## config.mk

```make
export PLATFORM = sky130hd
export DESIGN_NAME = dmm_ctrl
export DESIGN_NICKNAME = d
export VERILOG_FILES = /design/src/hdl/dmm_pkg.sv /design/src/hdl/dmm_ctrl.sv
export SDC_FILE = /design/constraint.sdc
export NUM_CORES = 1
export LEC_CHECK = 0
export BUFFER_PORTS_ARGS = -buffer_cell sky130_fd_sc_hd__buf_2
export CAP_MARGIN = 25
export CORE_MARGIN = 2
export CORE_UTILIZATION = 52
export CTS_CLUSTER_SIZE = 16
export DETAILED_ROUTE_END_ITERATION = 12
export GPL_TIMING_DRIVEN = 0
export PLACE_DENSITY = 0.85
export REMOVE_ABC_BUFFERS = 1
export SETUP_SLACK_MARGIN = 0.1
export SKIP_CTS_REPAIR_TIMING = 1
export SLEW_MARGIN = 40
export SYNTH_ARGS = -nofsm -noshare
export SYNTH_HDL_FRONTEND = slang
export SYNTH_SLANG_ARGS = --single-unit
```

## constraint.sdc

```tcl
create_clock -name i_clk -period 4.2 [get_ports i_clk]
set_clock_uncertainty 0.2 [all_clocks]
set_input_delay 0.42 -clock i_clk [delete_from_list [all_inputs] [get_ports i_clk]]
set_output_delay 0.42 -clock i_clk [all_outputs]
set_load 0.01 [all_outputs]
```

## src/hdl/dmm_pkg.sv

```systemverilog
// ----------------------------------------------------------------------------
// dmm_pkg
// Shared types and constants of the dense matrix multiply core.
// ----------------------------------------------------------------------------
package dmm_pkg;

    // span of the 4-bit index fields
    localparam int FIELD_SPAN = 16;

    localparam logic [1:0] MODE_WR_A    = 2'd0;
    localparam logic [1:0] MODE_WR_B    = 2'd1;
    localparam logic [1:0] MODE_COMPUTE = 2'd2;

    localparam logic [4:0] SIZE_RESET = 5'd16;

    typedef struct packed {
        logic [1:0]         mode;
        logic [3:0]         row_index;
        logic [3:0]         col_index;
        logic signed [15:0] element_value;
    } t_dmm_in;

    typedef struct packed {
        logic [3:0]         out_row;
        logic [3:0]         out_col;
        logic signed [35:0] product_value;
        logic               last;
    } t_dmm_out;

    // controller to datapath
    typedef struct packed {
        logic       wr_a;
        logic       wr_b;
        logic       rd_en;
        logic       first;
        logic       last_k;
        logic       last_col;
        logic [3:0] row;
        logic [3:0] col;
        logic [3:0] k;
    } t_dmm_cmd;

    // datapath to controller
    typedef struct packed {
        logic out_valid;
        logic col_done;
    } t_dmm_status;

    typedef enum logic [1:0] {
        ST_IDLE,
        ST_WAIT_OUT,
        ST_ISSUE,
        ST_DRAIN
    } t_dmm_state;

endpackage

```

## src/hdl/dmm_ctrl.sv

```systemverilog
// ----------------------------------------------------------------------------
// dmm_ctrl
// Sequencer: takes requests, holds the size register, steps columns and k.
// ----------------------------------------------------------------------------
module dmm_ctrl
    import dmm_pkg::*;
#(
    parameter int MAX_SIZE = 16
) (
    input  logic        i_clk,
    input  logic        i_rst_n,
    input  logic        i_cfg_we,
    input  logic [4:0]  i_cfg_data,
    input  logic        i_in_valid,
    input  t_dmm_in     i_in_data,
    output logic        o_in_ready,
    input  t_dmm_status i_status,
    output t_dmm_cmd    o_cmd
);

    localparam int DIM = (MAX_SIZE < FIELD_SPAN) ? MAX_SIZE : FIELD_SPAN;

    t_dmm_state r_state, n_state;
    logic [4:0] r_matrix_size;
    logic [4:0] r_n, n_n;
    logic [3:0] r_row, n_row;
    logic [3:0] r_col, n_col;
    logic [3:0] r_k, n_k;
    logic [4:0] size_use;
    logic       wr_in_range;
    logic [3:0] n_last;

    assign size_use    = (r_matrix_size > 5'(DIM)) ? 5'(DIM) : r_matrix_size;
    assign wr_in_range = ({1'b0, i_in_data.row_index} < 5'(DIM))
                      && ({1'b0, i_in_data.col_index} < 5'(DIM));
    assign n_last      = 4'(r_n - 5'd1);

    always_ff @(posedge i_clk) begin
        if (!i_rst_n) begin
            r_state       <= ST_IDLE;
            r_matrix_size <= SIZE_RESET;
            r_n           <= '0;
            r_row         <= '0;
            r_col         <= '0;
            r_k           <= '0;
        end else begin
            r_state <= n_state;
            r_n     <= n_n;
            r_row   <= n_row;
            r_col   <= n_col;
            r_k     <= n_k;
            if (i_cfg_we) begin
                r_matrix_size <= i_cfg_data;
            end
        end
    end

    always_comb begin
        n_state    = r_state;
        n_n        = r_n;
        n_row      = r_row;
        n_col      = r_col;
        n_k        = r_k;
        o_in_ready = 1'b0;
        o_cmd      = '0;
        o_cmd.row  = r_row;
        o_cmd.col  = r_col;
        o_cmd.k    = r_k;
        case (r_state)
            ST_IDLE: begin
                o_in_ready = 1'b1;
                if (i_in_valid) begin
                    case (i_in_data.mode)
                        MODE_WR_A: o_cmd.wr_a = wr_in_range;
                        MODE_WR_B: o_cmd.wr_b = wr_in_range;
                        MODE_COMPUTE: begin
                            // rows beyond the size in use give nothing
                            if ({1'b0, i_in_data.row_index} < size_use) begin
                                n_row   = i_in_data.row_index;
                                n_n     = size_use;
                                n_col   = '0;
                                n_state = ST_WAIT_OUT;
                            end
                        end
                        default: ;
                    endcase
                end
            end
            ST_WAIT_OUT: begin
                // result lands straight in the output register
                if (!i_status.out_valid) begin
                    n_k     = '0;
                    n_state = ST_ISSUE;
                end
            end
            ST_ISSUE: begin
                o_cmd.rd_en    = 1'b1;
                o_cmd.first    = (r_k == 4'd0);
                o_cmd.last_k   = (r_k == n_last);
                o_cmd.last_col = (r_col == n_last);
                if (r_k == n_last) begin
                    n_state = ST_DRAIN;
                end else begin
                    n_k = r_k + 4'd1;
                end
            end
            ST_DRAIN: begin
                if (i_status.col_done) begin
                    if (r_col == n_last) begin
                        n_state = ST_IDLE;
                    end else begin
                        n_col   = r_col + 4'd1;
                        n_state = ST_WAIT_OUT;
                    end
                end
            end
            default: n_state = ST_IDLE;
        endcase
    end

endmodule

```

# Word level (Yosys, flattened, before mapping)
# Cells that the tools add are included.
[word_totals]
register_bits = 23
output_inout_bits = 19
elab_cells = 59
[classes]
addsub = 3
order_cmp = 2
eq_ne = 15
muxes = 24
reduce_logical = 9
[op_table]
columns = ["op", "count"]
rows = [
  ["two-way mux 4 bit", 8],
  ["two-way mux 2 bit", 8],
  ["case mux 4 bit (2 select lines)", 2],
  ["inequality test 2 bit, second input constant", 7],
  ["AND reduction 6 bit", 2],
  ["adder 4 x 1 -> 4 bit, second input constant", 2],
  ["equality test 4 bit", 2],
  ["case mux 2 bit (4 select lines)", 1],
  ["equality test 2 bit, second input constant", 3],
  ["> comparator 5 bit, second input constant", 1],
  ["less-than comparator 4 x 5 -> 1 bit", 1],
  ["two-way mux 5 bit", 1],
  ["equality test 2 x 1 -> 1 bit, second input constant", 2],
  ["zero test 2 bit", 2],
  ["zero test 4 bit", 1],
  ["two-way mux 1 bit", 4],
  ["AND reduction 4 bit", 1],
  ["nonzero test 2 bit", 2],
  ["subtractor 4 x 1 -> 4 bit, second input constant", 1],
  ["AND reduction 3 bit", 1],
  ["inequality test 2 x 1 -> 1 bit, second input constant", 1],
]

# Logic depth before layout (Yosys ltp)
[depth]
word_depth = 7
mapped_depth = 9
mapped_depth_nobuf = 8

# Least setup slack after synthesis
# OpenSTA, ideal clock, no wires.
[synth_timing]
kind = "flip-flop to output port"
startpoint = "register r_n[0]"
endpoint = "output o_cmd[12] in the netlist's numbering"
t_arrival_ns = 1.547
path_slack_ns = 2.033
stages_incl_launch_ff = 7
n_path_buf = 0
path_cell_list = "dfxtp_1 inv_1 ha_1 xnor2_1 xnor2_1 nor4_1 and2_1"
[synth_lines]
columns = ["item", "line_no", "rtl"]
rows = [
  ["start: declaration", "dmm_ctrl.sv:25", "logic [4:0] r_n, n_n;"],
  ["start signal: assignment", "dmm_ctrl.sv:48", "r_n <= n_n;"],
  ["end: declaration", "dmm_ctrl.sv:18", "output t_dmm_cmd o_cmd"],
]

==> flow_summary.yaml <==
run_status:
  status: "complete, no violations"
yosys:
  synth.avg_cell_area_um2: 8.61
  ys_top_cells_by_count: "sky130_fd_sc_hd__dfxtp_1 (23), sky130_fd_sc_hd__nand2_1 (15), sky130_fd_sc_hd__nor2_1 (14)"
  netlist_area_mm2: 0.00141
  synth_sequential_area_ratio_pct: 32.6
  synth.most_common_cell: "sky130_fd_sc_hd__dfxtp_1"
  synth_area_leaders: "sky130_fd_sc_hd__dfxtp_1 (33%), sky130_fd_sc_hd__ha_1 (9.8%), sky130_fd_sc_hd__mux2i_1 (6.4%)"
  synth_cells: 164
  ys.flop_type: "sky130_fd_sc_hd__dfxtp_1"
  synth_enable_flop_cells: 0
  synth.lib_cells_used.distinct: 41
  synth_top_cell_area_share_pct: 32.6
  ys_warn_count: 0
  synthDominantAreaCellType: "sky130_fd_sc_hd__dfxtp_1"
  ffs_latches_synth: 23
  postSynth.asyncResetShare_pct: 0
routing:
  wire_per_inst_um: 13.7
  drt.antenna.violating_nets: 0
  drc: 0
  routed_via_density: 5.74
  postRouteWirelength_um: 3100
  drt_iter0_markers: 27
  via_count: 1302
  drt-pass1-iter-count: 4
place:
  detailed_place_hpwl_um: 2430
  finalWeightedCongestion: 0.855
  port_buffers: 35
worst_setup_path:
  timing.critical_path.fanout_max: 5
  critPathArrivalTime_ns: 2.20
  critPathKind: "register to output port"
  worstSetupEndpointType: "output port"
  worst-endpoint-required_ns: 3.58
  setup.worst_path.start_class: "register"
  setup.reg_to_reg.worst_slack_ns: 1.74
floorplanning:
  i_o_pin_count: 56
  die_area_mm2: 0.00315
  placement_rows: 18
  die_y_um: 56.1
  core_mm2: 0.00252
  die-width_um: 56.1
  start_util_pct: 56.0
power:
  ir_worst_vdd_mv: 0.266
  powerDensity_mw_per_mm2: 334
  leakage_power_total_nw: 0.684
timing:
  rsz0062_at_grt: "no"
  total_setup_violations_reported_at_the_end_of_the_flow: 0
  fin_setup_tns_ns: 0
  final.min_clock_period_ns: 2.82
  hold_viol_final: 0
  achievable_clock_frequency_mhz: 354
  slew_headroom_pct: 55.5
  slew_viol_final: 0
  post-route-period-util_pct: 67.2
  tightestPinTransition_ns: 0.663
worst_hold_path:
  holdCritPathClass: "primary input to register"
grt:
  grt_usage_pct: 19.8
  antenna_found_initial: 0
  largest_net_degree_at_the_start_of_global_routing: 19
  global_route.overflow_total: 0
  grt_first_pass_wirelength_um: 5040
  first_global_vias: 1201
cts:
  maximum_number_of_buffers_from_clock_root_to_sink: 2
  h_tree_depth_reported_by_cts: 1
  worstSkewPairLatency_ns: 0.31
  cts_inserted_buffers: 3
  clk_pin_slew_worst_paths_ns: 0.12
  clkSinkCount: 23
  tritoncts: "done"
  cts.root.buffer_cell: "sky130_fd_sc_hd__clkbuf_4"
cells_and_area:
  post-route-util_pct: 64.4
  finish.net_count: 246
  fraction_of_final_layout_cells_sized_beyond_drive_strength_1_pct: 22.3
  diodes: 0
  area_growth_pct: 15.1
run:
  count_of_maximum_capacitance_violations: 0
## cell usage in the layout (no fill, tap or decap), drive strengths merged, types with 4 or more instances in the layout
cell type and count:
clkbuf 4, nand3 6, inv 10, a21oi 5, nor2 14, nand2 15, dfxtp 23, buf 35
xor2 4, nand4 5, mux2i 9, o21ai 5, ha 11, a31oi 4, nor3 5, xnor2 9
nand2b 4
## path summary, 6_finish.rpt
| check | startpoint | to | cells past startpoint |
|---|---|---|---|
| min | i_cfg_data[4] | r_matrix_size[4]$_SDFFE_PN1P_ | 3 |
| max | r_n[0]$_SDFFE_PN0P_ | o_cmd[12] | 7 |
| max reg2reg | r_n[0]$_SDFFE_PN0P_ | r_state[0]$_SDFFE_PN0P_ | 8 |
| min reg2reg | r_row[3]$_SDFFE_PN0P_ | r_row[3]$_SDFFE_PN0P_ | 2 |
## routing by layer
metal  wire length, um  global-route usage [%]
met1              1310                    23.1
met2              1590                    35.0
met3               152                    3.02
met4                46                    9.52
met5                 0                       0
## registers in the layout, indices dropped and copies added, names as in the netlist
signal         cells
r_row              4
r_state            2
r_n                4
r_col              4
r_k                4
r_matrix_size      5
## critical path, cell delays in order (launching register included)
cell and delay (ns):
sky130_fd_sc_hd__dfxtp_1 0.50, sky130_fd_sc_hd__inv_1 0.08, sky130_fd_sc_hd__ha_1 0.22, sky130_fd_sc_hd__xnor2_1 0.28, sky130_fd_sc_hd__xnor2_1 0.17, sky130_fd_sc_hd__nor4_1 0.35
sky130_fd_sc_hd__and2_1 0.17, sky130_fd_sc_hd__buf_2 0.12
## report_power, final
group | switching [W] | internal, W | total [W]
Sequential | 0.0000126 | 0.000232 | 0.000244
Clock | 0.0000647 | 0.0000371 | 0.000102
Combinational | 0.000120 | 0.0000758 | 0.000196
Total | 0.000198 | 0.000345 | 0.000542
## cells by family (layout without fill, tap and decap cells)
logic type / after synthesis / after routing / synth area share (%)
and+or+nand+nor: 61 / 61 / 22.9
AOI/OAI and AO/OA: 30 / 30 / 15.5
DFF: 23 / 23 / 32.6
buffers and inverters: 17 / 50 / 4.79
xor gates and xnor gates: 13 / 13 / 8.07
adders and majority gates: 11 / 11 / 9.75
muxes: 9 / 9 / 6.38
## cell type report
type / instances / area [um2]
Sequential cell: 23 / 460
Inverter: 11 / 41.3
Tap cell: 30 / 37.5
Clock buffer: 4 / 26.3
Fill cell: 234 / 898
Multi-Input combinational cell: 124 / 883
Timing Repair Buffer: 35 / 175
## metrics by stage
stage,cell area (um2),power [W],cells,setup slack (ns),hold WS (ns)
floorplan,1390,0.000379,158,2.03,0.261
global placement,1600,0.000427,223,1.79,0.271
detailed placement,1600,0.000441,223,1.71,0.275
CTS,1620,0.000543,227,1.35,0.106
global route,1620,0.000578,227,1.27,0.124
finish,1620,0.000542,227,1.38,0.115
Power figures use the tool's default switching activity.
